==> config.mk <==
export PLATFORM = sky130hd
export DESIGN_NAME = cached_lock_grant_table
export DESIGN_NICKNAME = d
export VERILOG_FILES = /design/src/sv/clgt_pkg.sv /design/src/sv/clgt_step_unit.sv /design/src/sv/clgt_wait_mem.sv /design/src/sv/clgt_lock_mem.sv /design/src/sv/cached_lock_grant_table.sv
export SDC_FILE = /design/constraint.sdc
export NUM_CORES = 2
export LEC_CHECK = 0
export ABC_CLOCK_PERIOD_IN_PS = 13800
export BUFFER_PORTS_ARGS = -buffer_cell sky130_fd_sc_hd__buf_4
export CAP_MARGIN = 20
export CORE_UTILIZATION = 41
export DETAILED_ROUTE_END_ITERATION = 8
export PLACE_DENSITY = 0.6
export SETUP_SLACK_MARGIN = 0.5
export SLEW_MARGIN = 20
export SYNTH_ARGS = -nofsm -noshare
export SYNTH_HDL_FRONTEND = slang
export SYNTH_SLANG_ARGS = --single-unit
==> constraint.sdc <==
create_clock -name clock -period 13.8 [get_ports clock]
set_input_delay 2.76 -clock clock [delete_from_list [all_inputs] [get_ports clock]]
set_output_delay 2.76 -clock clock [all_outputs]
set_load 0.05 [all_outputs]
==> src/sv/clgt_pkg.sv <==
// Shared widths, codes and parameter defaults for the cached lock grant table.
`default_nettype none

package clgt_pkg;

   localparam int ACTION_W    = 2;
   localparam int LOCK_ID_W   = 6;
   localparam int CLIENT_W    = 4;
   localparam int STATUS_W    = 2;
   localparam int HELD_CNT_W  = 7;

   localparam int DEF_NUM_LOCKS   = 64;
   localparam int DEF_QUEUE_DEPTH = 8;

   localparam logic [ACTION_W-1:0] ACT_ACQUIRE = 2'd0;
   localparam logic [ACTION_W-1:0] ACT_RELEASE = 2'd1;

   localparam logic [STATUS_W-1:0] STATUS_OK    = 2'd0;
   localparam logic [STATUS_W-1:0] STATUS_RETRY = 2'd1;
   localparam logic [STATUS_W-1:0] STATUS_RPC   = 2'd2;
   localparam logic [STATUS_W-1:0] STATUS_FULL  = 2'd3;

   localparam logic MSG_REVOKE = 1'b0;
   localparam logic MSG_RETRY  = 1'b1;

   localparam logic [HELD_CNT_W-1:0] HELD_MAX = 7'd127;

endpackage

`default_nettype wire

==> src/sv/clgt_step_unit.sv <==
// Shared modular adder that forms queue positions from a head and an offset.
`default_nettype none

module clgt_step_unit #(
   parameter  int QUEUE_DEPTH = 8,
   localparam int POS_W       = (QUEUE_DEPTH > 1) ? $clog2(QUEUE_DEPTH) : 1,
   localparam int CNT_W       = $clog2(QUEUE_DEPTH + 1)
) (
   input  logic [POS_W-1:0] base_pos,
   input  logic [CNT_W-1:0] offset,
   output logic [POS_W-1:0] pos
);

   logic [CNT_W:0] sum;
   logic [CNT_W:0] wrapped;

   always_comb begin
      sum     = (CNT_W+1)'(base_pos) + (CNT_W+1)'(offset);
      wrapped = sum - (CNT_W+1)'(QUEUE_DEPTH);
      if (sum >= (CNT_W+1)'(QUEUE_DEPTH)) begin
         pos = POS_W'(wrapped);
      end else begin
         pos = POS_W'(sum);
      end
   end

endmodule

`default_nettype wire

==> src/sv/clgt_wait_mem.sv <==
// Waiter store: one slot per lock and queue position, registered read.
`default_nettype none

module clgt_wait_mem #(
   parameter  int DEPTH = 512,
   localparam int AW    = $clog2(DEPTH)
) (
   input  logic                          clock,
   input  logic                          wr_en,
   input  logic [AW-1:0]                 wr_addr,
   input  logic [clgt_pkg::CLIENT_W-1:0] wr_data,
   input  logic [AW-1:0]                 rd_addr,
   output logic [clgt_pkg::CLIENT_W-1:0] rd_data
);

   import clgt_pkg::*;

   logic [CLIENT_W-1:0] mem [DEPTH];

   always_ff @(posedge clock) begin
      if (wr_en) begin
         mem[wr_addr] <= wr_data;
      end
      rd_data <= mem[rd_addr];
   end

endmodule

`default_nettype wire

==> src/sv/clgt_lock_mem.sv <==
// Lock table: held flag, owner, queue head and queue count per lock.
`default_nettype none

module clgt_lock_mem #(
   parameter  int NUM_LOCKS   = 64,
   parameter  int QUEUE_DEPTH = 8,
   localparam int LIDX_W      = $clog2(NUM_LOCKS),
   localparam int POS_W       = (QUEUE_DEPTH > 1) ? $clog2(QUEUE_DEPTH) : 1,
   localparam int CNT_W       = $clog2(QUEUE_DEPTH + 1)
) (
   input  logic                          clock,
   input  logic                          wr_en,
   input  logic [LIDX_W-1:0]             wr_addr,
   input  logic                          wr_held,
   input  logic [clgt_pkg::CLIENT_W-1:0] wr_owner,
   input  logic [POS_W-1:0]              wr_head,
   input  logic [CNT_W-1:0]              wr_count,
   input  logic [LIDX_W-1:0]             rd_addr,
   output logic                          rd_held,
   output logic [clgt_pkg::CLIENT_W-1:0] rd_owner,
   output logic [POS_W-1:0]              rd_head,
   output logic [CNT_W-1:0]              rd_count
);

   import clgt_pkg::*;

   logic                held_mem  [NUM_LOCKS];
   logic [CLIENT_W-1:0] owner_mem [NUM_LOCKS];
   logic [POS_W-1:0]    head_mem  [NUM_LOCKS];
   logic [CNT_W-1:0]    count_mem [NUM_LOCKS];

   always_ff @(posedge clock) begin
      if (wr_en) begin
         held_mem[wr_addr]  <= wr_held;
         owner_mem[wr_addr] <= wr_owner;
         head_mem[wr_addr]  <= wr_head;
         count_mem[wr_addr] <= wr_count;
      end
      rd_held  <= held_mem[rd_addr];
      rd_owner <= owner_mem[rd_addr];
      rd_head  <= head_mem[rd_addr];
      rd_count <= count_mem[rd_addr];
   end

endmodule

`default_nettype wire

==> src/sv/cached_lock_grant_table.sv <==
// Top level of the cached lock grant table and its request sequencer.
//
// After reset the block clears its lock table, one lock a cycle, with busy
// high. A request is taken when start is high and busy is low, and its
// response appears on the rsp_ ports for exactly one cycle, marked by
// rsp_strobe; the receiver cannot stall it, so it must take every
// transaction as it comes. A stat query or an out-of-range lock answers in
// the cycle after acceptance and leaves busy low. A grant, a free or a full
// queue answers from the look state, once the lock entry is read. A queued
// acquire or a hand-over on release goes on through the fetch and use states,
// as the waiter store is read and written at one shared address and queue
// positions are formed one after another by a single shared modular adder.
`default_nettype none

module cached_lock_grant_table #(
   parameter int NUM_LOCKS   = clgt_pkg::DEF_NUM_LOCKS,
   parameter int QUEUE_DEPTH = clgt_pkg::DEF_QUEUE_DEPTH
) (
   input  logic                            clock,
   input  logic                            reset,
   input  logic                            start,
   output logic                            busy,
   input  logic [clgt_pkg::ACTION_W-1:0]   req_action,
   input  logic [clgt_pkg::LOCK_ID_W-1:0]  req_lock_id,
   input  logic [clgt_pkg::CLIENT_W-1:0]   req_client_id,
   input  logic                            req_target_reachable,
   output logic                            rsp_strobe,
   output logic [clgt_pkg::STATUS_W-1:0]   rsp_status,
   output logic                            rsp_msg_valid,
   output logic                            rsp_msg_kind,
   output logic [clgt_pkg::CLIENT_W-1:0]   rsp_msg_client,
   output logic [clgt_pkg::LOCK_ID_W-1:0]  rsp_msg_lock,
   output logic [clgt_pkg::HELD_CNT_W-1:0] rsp_held_count
);

   import clgt_pkg::*;

   localparam int LIDX_W  = $clog2(NUM_LOCKS);
   localparam int POS_W   = (QUEUE_DEPTH > 1) ? $clog2(QUEUE_DEPTH) : 1;
   localparam int CNT_W   = $clog2(QUEUE_DEPTH + 1);
   localparam int WDEPTH  = NUM_LOCKS * QUEUE_DEPTH;
   localparam int WADDR_W = $clog2(WDEPTH);

   typedef enum logic [2:0] {
      ST_CLEAR,
      ST_IDLE,
      ST_LOOK,
      ST_FETCH,
      ST_USE
   } state_type;

   state_type              state_ff, state_in;
   logic [LIDX_W-1:0]      clr_ff, clr_in;
   logic [ACTION_W-1:0]    act_ff, act_in;
   logic [LOCK_ID_W-1:0]   lock_id_ff, lock_id_in;
   logic [CLIENT_W-1:0]    client_ff, client_in;
   logic                   reach_ff, reach_in;
   logic [WADDR_W-1:0]     base_ff, base_in;
   logic [POS_W-1:0]       pos_ff, pos_in;
   logic                   ent_held_ff, ent_held_in;
   logic [CLIENT_W-1:0]    ent_owner_ff, ent_owner_in;
   logic [POS_W-1:0]       ent_head_ff, ent_head_in;
   logic [CNT_W-1:0]       ent_count_ff, ent_count_in;
   logic [HELD_CNT_W-1:0]  total_ff, total_in;
   logic                   rsp_strobe_ff, rsp_strobe_in;
   logic [STATUS_W-1:0]    rsp_status_ff, rsp_status_in;
   logic                   rsp_msg_valid_ff, rsp_msg_valid_in;
   logic                   rsp_msg_kind_ff, rsp_msg_kind_in;
   logic [CLIENT_W-1:0]    rsp_msg_client_ff, rsp_msg_client_in;
   logic [LOCK_ID_W-1:0]   rsp_msg_lock_ff, rsp_msg_lock_in;
   logic [HELD_CNT_W-1:0]  rsp_held_count_ff, rsp_held_count_in;

   logic                   lk_wr_en;
   logic [LIDX_W-1:0]      lk_wr_addr;
   logic                   lk_wr_held;
   logic [CLIENT_W-1:0]    lk_wr_owner;
   logic [POS_W-1:0]       lk_wr_head;
   logic [CNT_W-1:0]       lk_wr_count;
   logic [LIDX_W-1:0]      lk_rd_addr;
   logic                   lk_rd_held;
   logic [CLIENT_W-1:0]    lk_rd_owner;
   logic [POS_W-1:0]       lk_rd_head;
   logic [CNT_W-1:0]       lk_rd_count;

   logic                   wt_wr_en;
   logic [WADDR_W-1:0]     wt_addr;
   logic [CLIENT_W-1:0]    wt_rd_data;

   logic [POS_W-1:0]       unit_a;
   logic [CNT_W-1:0]       unit_b;
   logic [POS_W-1:0]       unit_sum;

   logic                   is_acq;
   logic                   req_ok;
   logic [CNT_W-1:0]       rd_count_m1;
   logic [CLIENT_W-1:0]    target;

   clgt_lock_mem #(
      .NUM_LOCKS   (NUM_LOCKS),
      .QUEUE_DEPTH (QUEUE_DEPTH)
   ) u_lock_mem (
      .clock    (clock),
      .wr_en    (lk_wr_en),
      .wr_addr  (lk_wr_addr),
      .wr_held  (lk_wr_held),
      .wr_owner (lk_wr_owner),
      .wr_head  (lk_wr_head),
      .wr_count (lk_wr_count),
      .rd_addr  (lk_rd_addr),
      .rd_held  (lk_rd_held),
      .rd_owner (lk_rd_owner),
      .rd_head  (lk_rd_head),
      .rd_count (lk_rd_count)
   );

   clgt_wait_mem #(
      .DEPTH (WDEPTH)
   ) u_wait_mem (
      .clock   (clock),
      .wr_en   (wt_wr_en),
      .wr_addr (wt_addr),
      .wr_data (client_ff),
      .rd_addr (wt_addr),
      .rd_data (wt_rd_data)
   );

   clgt_step_unit #(
      .QUEUE_DEPTH (QUEUE_DEPTH)
   ) u_step_unit (
      .base_pos (unit_a),
      .offset   (unit_b),
      .pos      (unit_sum)
   );

   assign is_acq      = (act_ff == ACT_ACQUIRE);
   assign req_ok      = ((req_action == ACT_ACQUIRE) || (req_action == ACT_RELEASE))
                        && (32'(req_lock_id) < NUM_LOCKS);
   assign rd_count_m1 = (lk_rd_count == '0) ? '0 : lk_rd_count - CNT_W'(1);
   assign target      = (ent_count_ff == '0) ? ent_owner_ff : wt_rd_data;
   assign wt_addr     = base_ff + WADDR_W'(pos_ff);
   assign lk_rd_addr  = (state_ff == ST_IDLE) ? LIDX_W'(req_lock_id) : LIDX_W'(lock_id_ff);

   always_comb begin
      state_in          = state_ff;
      clr_in            = clr_ff;
      act_in            = act_ff;
      lock_id_in        = lock_id_ff;
      client_in         = client_ff;
      reach_in          = reach_ff;
      base_in           = base_ff;
      pos_in            = pos_ff;
      ent_held_in       = ent_held_ff;
      ent_owner_in      = ent_owner_ff;
      ent_head_in       = ent_head_ff;
      ent_count_in      = ent_count_ff;
      total_in          = total_ff;
      rsp_strobe_in     = 1'b0;
      rsp_status_in     = rsp_status_ff;
      rsp_msg_valid_in  = rsp_msg_valid_ff;
      rsp_msg_kind_in   = rsp_msg_kind_ff;
      rsp_msg_client_in = rsp_msg_client_ff;
      rsp_msg_lock_in   = rsp_msg_lock_ff;
      rsp_held_count_in = rsp_held_count_ff;
      lk_wr_en          = 1'b0;
      lk_wr_addr        = LIDX_W'(lock_id_ff);
      lk_wr_held        = 1'b0;
      lk_wr_owner       = '0;
      lk_wr_head        = '0;
      lk_wr_count       = '0;
      wt_wr_en          = 1'b0;
      unit_a            = ent_head_ff;
      unit_b            = is_acq ? ent_count_ff : CNT_W'(1);

      case (state_ff)
         ST_CLEAR: begin
            lk_wr_en   = 1'b1;
            lk_wr_addr = clr_ff;
            clr_in     = clr_ff + LIDX_W'(1);
            if (clr_ff == LIDX_W'(NUM_LOCKS - 1)) begin
               state_in = ST_IDLE;
            end
         end
         ST_IDLE: begin
            if (start) begin
               act_in     = req_action;
               lock_id_in = req_lock_id;
               client_in  = req_client_id;
               reach_in   = req_target_reachable;
               base_in    = WADDR_W'(32'(LIDX_W'(req_lock_id)) * QUEUE_DEPTH);
               if (req_ok) begin
                  state_in = ST_LOOK;
               end else begin
                  rsp_strobe_in     = 1'b1;
                  rsp_status_in     = STATUS_OK;
                  rsp_msg_valid_in  = 1'b0;
                  rsp_msg_kind_in   = 1'b0;
                  rsp_msg_client_in = '0;
                  rsp_msg_lock_in   = '0;
               end
            end
         end
         ST_LOOK: begin
            ent_held_in  = lk_rd_held;
            ent_owner_in = lk_rd_owner;
            ent_head_in  = lk_rd_head;
            ent_count_in = lk_rd_count;
            unit_a       = lk_rd_head;
            unit_b       = is_acq ? rd_count_m1 : '0;
            pos_in       = unit_sum;
            rsp_msg_valid_in  = 1'b0;
            rsp_msg_kind_in   = 1'b0;
            rsp_msg_client_in = '0;
            rsp_msg_lock_in   = '0;
            rsp_status_in     = STATUS_OK;
            if (is_acq) begin
               if (!lk_rd_held) begin
                  lk_wr_en      = 1'b1;
                  lk_wr_held    = 1'b1;
                  lk_wr_owner   = client_ff;
                  lk_wr_head    = lk_rd_head;
                  lk_wr_count   = lk_rd_count;
                  total_in      = (total_ff != HELD_MAX) ? total_ff + HELD_CNT_W'(1) : total_ff;
                  rsp_strobe_in = 1'b1;
                  state_in      = ST_IDLE;
               end else if (lk_rd_count >= CNT_W'(QUEUE_DEPTH)) begin
                  rsp_status_in = STATUS_FULL;
                  rsp_strobe_in = 1'b1;
                  state_in      = ST_IDLE;
               end else begin
                  state_in = ST_FETCH;
               end
            end else if (lk_rd_count != '0) begin
               state_in = ST_FETCH;
            end else begin
               lk_wr_en    = 1'b1;
               lk_wr_held  = 1'b0;
               lk_wr_owner = '0;
               lk_wr_head  = lk_rd_head;
               lk_wr_count = lk_rd_count;
               if (lk_rd_held && (total_ff != '0)) begin
                  total_in = total_ff - HELD_CNT_W'(1);
               end
               rsp_strobe_in = 1'b1;
               state_in      = ST_IDLE;
            end
         end
         ST_FETCH: begin
            pos_in   = unit_sum;
            state_in = ST_USE;
         end
         ST_USE: begin
            lk_wr_en      = 1'b1;
            rsp_strobe_in = 1'b1;
            state_in      = ST_IDLE;
            if (is_acq) begin
               wt_wr_en          = 1'b1;
               lk_wr_held        = ent_held_ff;
               lk_wr_owner       = ent_owner_ff;
               lk_wr_head        = ent_head_ff;
               lk_wr_count       = ent_count_ff + CNT_W'(1);
               rsp_status_in     = reach_ff ? STATUS_RETRY : STATUS_RPC;
               rsp_msg_valid_in  = reach_ff;
               rsp_msg_kind_in   = MSG_REVOKE;
               rsp_msg_client_in = reach_ff ? target : '0;
               rsp_msg_lock_in   = reach_ff ? lock_id_ff : '0;
            end else begin
               lk_wr_held        = 1'b1;
               lk_wr_owner       = wt_rd_data;
               lk_wr_head        = pos_ff;
               lk_wr_count       = ent_count_ff - CNT_W'(1);
               rsp_status_in     = reach_ff ? STATUS_OK : STATUS_RPC;
               rsp_msg_valid_in  = reach_ff;
               rsp_msg_kind_in   = reach_ff ? MSG_RETRY : 1'b0;
               rsp_msg_client_in = reach_ff ? wt_rd_data : '0;
               rsp_msg_lock_in   = reach_ff ? lock_id_ff : '0;
            end
         end
         default: begin
            state_in = ST_IDLE;
         end
      endcase

      if (rsp_strobe_in) begin
         rsp_held_count_in = total_in;
      end
   end

   always_ff @(posedge clock) begin
      if (reset) begin
         state_ff      <= ST_CLEAR;
         clr_ff        <= '0;
         total_ff      <= '0;
         rsp_strobe_ff <= 1'b0;
      end else begin
         state_ff      <= state_in;
         clr_ff        <= clr_in;
         total_ff      <= total_in;
         rsp_strobe_ff <= rsp_strobe_in;
      end
      act_ff            <= act_in;
      lock_id_ff        <= lock_id_in;
      client_ff         <= client_in;
      reach_ff          <= reach_in;
      base_ff           <= base_in;
      pos_ff            <= pos_in;
      ent_held_ff       <= ent_held_in;
      ent_owner_ff      <= ent_owner_in;
      ent_head_ff       <= ent_head_in;
      ent_count_ff      <= ent_count_in;
      rsp_status_ff     <= rsp_status_in;
      rsp_msg_valid_ff  <= rsp_msg_valid_in;
      rsp_msg_kind_ff   <= rsp_msg_kind_in;
      rsp_msg_client_ff <= rsp_msg_client_in;
      rsp_msg_lock_ff   <= rsp_msg_lock_in;
      rsp_held_count_ff <= rsp_held_count_in;
   end

   assign busy           = (state_ff != ST_IDLE);
   assign rsp_strobe     = rsp_strobe_ff;
   assign rsp_status     = rsp_status_ff;
   assign rsp_msg_valid  = rsp_msg_valid_ff;
   assign rsp_msg_kind   = rsp_msg_kind_ff;
   assign rsp_msg_client = rsp_msg_client_ff;
   assign rsp_msg_lock   = rsp_msg_lock_ff;
   assign rsp_held_count = rsp_held_count_ff;

   // No transaction may complete while the lock table is being cleared.
   a_no_rsp_in_clear: assert property (@(posedge clock)
      (state_ff == ST_CLEAR) |-> !rsp_strobe)
      else $error("response during table clear");

   // An accepted request either answers at once or keeps the block busy.
   a_accept_progress: assert property (@(posedge clock) disable iff (reset)
      (start && !busy) |=> (rsp_strobe || busy))
      else $error("accepted request neither answered nor in progress");

   // A message is only sent with an ok or retry status.
   a_msg_status: assert property (@(posedge clock) disable iff (reset)
      (rsp_strobe && rsp_msg_valid) |->
         (rsp_status == STATUS_OK || rsp_status == STATUS_RETRY))
      else $error("message sent with error status");

   // The held count moves by at most one per cycle.
   a_total_step: assert property (@(posedge clock) disable iff (reset)
      1'b1 |=> (total_ff == $past(total_ff)
                || total_ff == $past(total_ff) + HELD_CNT_W'(1)
                || total_ff == $past(total_ff) - HELD_CNT_W'(1)))
      else $error("held count jumped");

   // Reset always starts a clearing pass.
   a_reset_clears: assert property (@(posedge clock)
      reset |=> busy)
      else $error("block not busy after reset");

endmodule

`default_nettype wire

==> Word-level counts from Yosys, hierarchy flattened <==
Memories as Yosys holds them, arrays and structs flattened. A register that Yosys moved wholly into a read port is not among the register bits.
Index checks and enable logic that the tools add are counted.
{ "word_totals": {"regBits": 66, "mem_bits_rw": 2816, "input_bits": 16, "out_inout_bits": 23, "memories": 5} }
{ "mem_list": {"columns": ["memory", "depth", "width", "read_ports", "rd_clocked_by_memory_dff", "wr", "line", "source"], "rows": [
  ["u_wait_mem.mem", 512, 4, 1, 1, 1, "clgt_wait_mem.sv:18", "logic [CLIENT_W-1:0] mem [DEPTH];"],
  ["u_lock_mem.count_mem", 64, 4, 1, 1, 1, "clgt_lock_mem.sv:30", "logic [CNT_W-1:0] count_mem [NUM_LOCKS];"],
  ["u_lock_mem.owner_mem", 64, 4, 1, 1, 1, "clgt_lock_mem.sv:28", "logic [CLIENT_W-1:0] owner_mem [NUM_LOCKS];"],
  ["u_lock_mem.head_mem", 64, 3, 1, 1, 1, "clgt_lock_mem.sv:29", "logic [POS_W-1:0] head_mem [NUM_LOCKS];"],
  ["u_lock_mem.held_mem", 64, 1, 1, 1, 1, "clgt_lock_mem.sv:27", "logic held_mem [NUM_LOCKS];"]
]} }
{ "op_classes": {"addsub": 9, "n_lt_le_gt_ge": 2, "n_eq_ne": 12, "muxes": 81, "reduce_logical": 15} }
{ "ops": {"columns": ["operator", "n"], "rows": [
  ["$mux 4", 17],
  ["$mux 7", 6],
  ["$mux 3", 10],
  ["$mux 6", 5],
  ["$mux 2", 11],
  ["$mux 1", 20],
  ["$pmux 6 s3", 1],
  ["$pmux 4 s2", 2],
  ["$pmux 3 s4", 1],
  ["$pmux 4 s3", 1],
  ["$add 9x3->9", 1],
  ["$pmux 1 s3", 3],
  ["$logic_not 4->1", 2],
  ["$ne 2x2->1 const B", 4],
  ["$sub 4x1->4 const B", 2],
  ["$add 7x1->7 const B", 1],
  ["$ne 7x7->1 const B", 1],
  ["$reduce_bool 7->1", 1],
  ["$sub 7x1->7 const B", 1],
  ["$add 6x1->6 const B", 1],
  ["$eq 3x2->1 const B", 2],
  ["$eq 6x6->1 const B", 1],
  ["$pmux 2 s3", 1],
  ["$pmux 3 s2", 1],
  ["19 further kinds", 23]
]} }

==> Depth between registers and ports, before layout <==
{ "logic_depth": {"ltp_word": 7, "ltp_mapped": 14} }

==> Modules after synthesis <==
Synthesis repeated with hierarchy kept, for this count alone.
{ "unflattened": {"hier_cells": 6050, "area_unflattened_um2": 115015.3} }
{ "modules_own_cells": {"columns": ["module", "n_inst", "cells_each", "area_per_inst_um2", "seq_area_each_um2"], "rows": [
  ["clgt_wait_mem", 1, 4403, 81604.5, 61579.1],
  ["clgt_lock_mem", 1, 1349, 29953.7, 23302.3],
  ["cached_lock_grant_table", 1, 295, 3400.8, 1781.7],
  ["clgt_step_unit", 1, 3, 56.3, 0.0]
]} }

==> Least setup slack after synthesis <==
No wires, ideal clock.
{ "synth_path": {"path_kind": "register to register", "startpoint": "register client_ff[3]", "endpoint": "memory u_lock_mem.owner_mem[0][3] (data pin)", "setup_ns": 0.702, "arrival_ns": 7.742, "t_required_ns": 13.098, "setup_slack_ns": 5.357, "stages_incl_launch_ff": 3, "period_less_slack_ns": 8.443, "cell_sequence": "edfxtp_1 > nand2_1 > o21ai_0"} }
{ "synth_via": {"elab_chain_len": 3} }
{ "synth_rtl": {"columns": ["item", "line", "source"], "rows": [
  ["start, declared", "cached_lock_grant_table.sv:56", "logic [CLIENT_W-1:0] client_ff, client_in;"],
  ["start signal, assigned", "cached_lock_grant_table.sv:302", "client_ff <= client_in;"],
  ["$mux 4", "cached_lock_grant_table.sv:216", "if (!lk_rd_held) begin"],
  ["$mux 4", "cached_lock_grant_table.sv:215", "if (is_acq) begin"],
  ["$pmux 4 s2", "cached_lock_grant_table.sv:174", "case (state_ff)"],
  ["named net lk_wr_owner[3]", "cached_lock_grant_table.sv:76", "logic [CLIENT_W-1:0] lk_wr_owner;"],
  ["end, declared", "clgt_lock_mem.sv:28", null]
]} }
The timed path passes the listed nets, and every way through them passes these cells.

==> Worst setup path after layout <==
{ "layout_path": {"startpoint": "input req_lock_id[0] (netlist bit)", "endpoint": "register u_lock_mem.rd_owner[0] (netlist bit), read port of u_lock_mem.owner_mem"} }
{ "layout_via": {"elab_chain_len": 1} }
{ "layout_rtl": {"columns": ["item", "line", "source"], "rows": [
  ["start, declared", "cached_lock_grant_table.sv:24", "input logic [clgt_pkg::LOCK_ID_W-1:0] req_lock_id,"],
  ["$mux 6", "cached_lock_grant_table.sv:141", "assign lk_rd_addr = (state_ff == ST_IDLE) ? LIDX_W'(req_lock_id) : LIDX_W'(lock_id_ff);"],
  ["end, declared", "clgt_lock_mem.sv:20", "output logic [clgt_pkg::CLIENT_W-1:0] rd_owner,"]
]} }
No other way between the ends.
A chain may end at the register's enable or synchronous reset.

==> results by group <==
Global routing
  • Largest net degree at the start of global routing: 248
  • Antenna violations before repair: 15
  • Number of global-route vias before repair: 56800
  • Total gr overflow: 0
  • First-pass GRT wire length: 421000 um
  • GRT Overall Usage: 20.9%

Synth
  • Post-synth EDFFs: 2862
  • Synth unique cells: 68
  • Sequential fraction of the synthesis area: 76.1%
  • FFs w/ async S/R, synth: 0%
  • Post-Syn Area: 114000 um2
  • Yosys warning count: 0
  • Cells after Synth: 5546
  • Syn avg cell area: 20.5 um2
  • Synthesized Nets: 5575
  • Main synth FF type: edfxtp_1
  • Synth Register Bits: 2898

Detailed routing
  • Residual DRC: 0
  • Initial DRC Count: 6930
  • Drt total wl: 294000 um
  • Detailed Routing Iterations Pass 1: 8
  • DR vias: 56000
  • Vias per cell: 5.82
  • Avg WL per Cell: 30.6 um
  • Post-DRT Antenna Nets: 0

Clock network
  • CTS Hold Bufs: 0
  • Clock Latency Late Sink: 0.86 ns
  • CTS Buffer Depth: 4
  • CTS tree: done
  • Post-CTS setup buffer count: 0
  • TritonCTS buffer count: 300
  • Clock-pin slew on the worst setup and hold paths: 0.06 ns
  • CTS resizes: 0
  • Clock tree sinks: 2898
  • CTS root buffer: clkbuf_16
  • CTS H-Tree Depth: 5

Setup path
  • Peak fanout along the critical path: 49
  • Slowest stage cell, crit path: buf_4
  • FF-to-FF setup slack: 8.36 ns
  • Crit path launch type: input port
  • Worst reg2reg path endpoint: u_wait_mem.rd_data[3]
  • Worst setup EP type: flop
  • Max incr delay on CP: 0.89 ns
  • CP Launch Point: req_lock_id[0]
  • Crit Path Category: input port to flop
  • Most frequent CP cell: buf_4
  • Launch point of the worst reg-to-reg path: pos_ff[0]
  • Worst EP arrival: 6.23 ns
  • Cell Chain, Critical Path: buf_4 -> mux2i_4 -> buf_4 -> mux4_2 -> mux2i_1 -> o22ai_1 -> or4_1
  • FF-to-FF path depth: 9
  • WP data required: 14.47 ns

STA
  • Period utilisation layout: 40.3%
  • Clock Skews: 0.0784 ns
  • RSZ-0062 raised after global routing: false
  • Max Freq: 180 MHz
  • Crit path time final: 5.56 ns
  • Slew headroom: 18.9%
  • Setup TNS: 0 ns
  • Final setup vio count: 0
  • Worst-margin pin slew: 1.22 ns
  • Slew Viols, Final: 0
  • Hold Fails Final Rpt: 0

Place
  • Dpl hpwl: 170000 um
  • Port buffer count: 38
  • GP Congestion: 0.817

Floorplanning
  • Die Y: 529 um
  • Die area: 280000 um2
  • Site Rows: 193
  • Starting Density: 41.2%
  • Die Width: 529 um
  • Core area: 276000 um2
  • Io pins: 39

Pwr
  • Switching Power: 0.00339 W
  • Pwr Density: 137 nW/um2
  • Pleak: 39.1 nW
  • Net Sw Frac: 19.3%
  • IR drop worst, VDD: 107 uV
  • Combinational power share: 0.2%
  • Clock power share: 45.5%
  • Share of power burned in registers: 54.3%
  • Internal power: 0.0142 W

Cells and area
  • Syn-to-layout area delta: 12.8%
  • Layout cells sized above 1: 24.2%
  • Area of the multi-input gates: 25800 um2
  • Core Util, Final: 46.5%
  • Reg area: 86700 um2
  • Post-layout nets: 5719
  • Fill cells: 22900

Worst hold path
  • Hold EP: ent_owner_ff[0]
  • HP Class: flop to flop
  • Hold path cells: 0
  • Hold_sp: u_lock_mem.rd_owner[0]

Outcome
  • Run status: complete, no violations

Flow run
  • # Max-Cap Violations: 0
## critical path, delay by kind of cell
kind                   cells  cell delay [ns]
and+or+nand+nor            1             0.58
AOI/OAI and AO/OA          1             0.29
buffers and inverters      2             1.01
muxes                      3             1.56
## flip-flops by register name (all words and copies together) (netlist names), 2 cells and up
register and cells:
state_ff 3, rsp_status 2, u_lock_mem.count_mem 256, lock_id_ff 6
rsp_held_count 7, ent_count_ff 4, ent_head_ff 3, total_ff 7
u_lock_mem.rd_head 3, rsp_msg_lock 6, ent_owner_ff 4, rsp_msg_client 4
u_lock_mem.rd_count 4, clr_ff 6, pos_ff 3, client_ff 4
act_ff 2, u_lock_mem.rd_owner 4, u_lock_mem.held_mem 64, u_lock_mem.owner_mem 256
u_wait_mem.mem 2048, u_lock_mem.head_mem 192, u_wait_mem.rd_data 4
## area by class of cell
class | count | area share (%)
Antenna cell | 4 | 0.00779
Clock buffer | 376 | 6.24
Clock inverter | 157 | 1.23
Inverter | 22 | 0.0643
Multi-Input combinational cell | 2275 | 20.1
Sequential cell | 2898 | 67.5
Tap cell | 3705 | 3.61
Timing Repair Buffer | 193 | 1.31
## how the worst max path moves through the flow
| stage | depth (start not counted) | to |
|---|---|---|
| 6_report | 7 | u_lock_mem.rd_owner[0] |
| 5_1_grt | 7 | u_lock_mem.rd_owner[0] |
| 4_1_cts | 7 | u_lock_mem.rd_owner[0] |
| 3_5_place_dp | 7 | u_lock_mem.rd_owner[1] |
| 3_3_place_gp | 7 | u_lock_mem.rd_count[3] |
| 2_1_floorplan | 2 | u_lock_mem.owner_mem[0][3] |
## cells in the final DEF, fill, tap and decap left out, types with 33 or more instances in the layout
cell,n
edfxtp_1,2862
mux4_2,725
nor2_1,590
clkbuf_16,309
mux2i_1,247
buf_4,175
nand2_1,123
clkbuf_1,64
o22ai_1,62
clkinv_2,52
clkinv_1,50
nand3_1,49
a21oi_1,42
nor3_1,41
a22oi_1,40
dfxtp_1,36
nor2_2,33
## through the flow
step                      hold WS, ns  total power [W]  instances  area [um2]  setup WS, ns
after floorplan                 0.386          0.00974       5546      114000          5.36
after detailed placement        0.476          0.00977       9090      119000          7.28
after global placement          0.466          0.00977       9088      119000          7.29
after global routing            0.489           0.0180       9628      128000          8.01
final                           0.470           0.0176       9630      128000          8.24
after CTS                       0.483           0.0177       9623      128000          8.15
## Yosys cell counts, types with 14 or more instances
master | count | area (um2)
nand2_1 | 139 | 522
dfxtp_1 | 36 | 721
clkbuf_1 | 182 | 683
inv_1 | 21 | 78.8
buf_4 | 24 | 180
buf_2 | 74 | 370
a22oi_1 | 40 | 300
nand3_1 | 49 | 245
a21oi_1 | 42 | 210
nor3_1 | 43 | 215
or4_1 | 15 | 113
buf_1 | 39 | 146
nor2b_1 | 29 | 181
mux2i_1 | 250 | 2500
nand4_1 | 14 | 87.6
mux4_2 | 725 | 16300
buf_6 | 30 | 338
o21ai_0 | 33 | 165
edfxtp_1 | 2862 | 85900
nor2_1 | 624 | 2340
o22ai_1 | 65 | 407
## kinds of logic after synthesis
kind of cell | share of synthesized area [%]
adders and majority gates | 0.156
and+or+nand+nor | 3.66
xor gates and xnor gates | 0.123
AOI/OAI and AO/OA | 1.69
muxes | 16.6
buffers and inverters | 1.62
DFF | 76.1
## per-layer routing
metal | up-vias | global-route usage [%] | routed length, um
met5 | - | 0 | 36
met4 | 6 | 7.26 | 10800
met3 | 527 | 3.63 | 23100
met2 | 2429 | 33.7 | 142000
met1 | 30000 | 28.8 | 118000
li1 | 23100 | - | -
## power by group through the flow
| stage | logic, W | clock network, W | registers, W |
|---|---|---|---|
| after floorplan | 0.0000180 | 0 | 0.00973 |
| after global placement | 0.0000392 | 0 | 0.00973 |
| after detailed placement | 0.0000394 | 0 | 0.00973 |
| after CTS | 0.0000396 | 0.00810 | 0.00954 |
| after global routing | 0.0000415 | 0.00842 | 0.00954 |
| final | 0.0000401 | 0.00799 | 0.00954 |
Power figures use the tool's default switching activity.
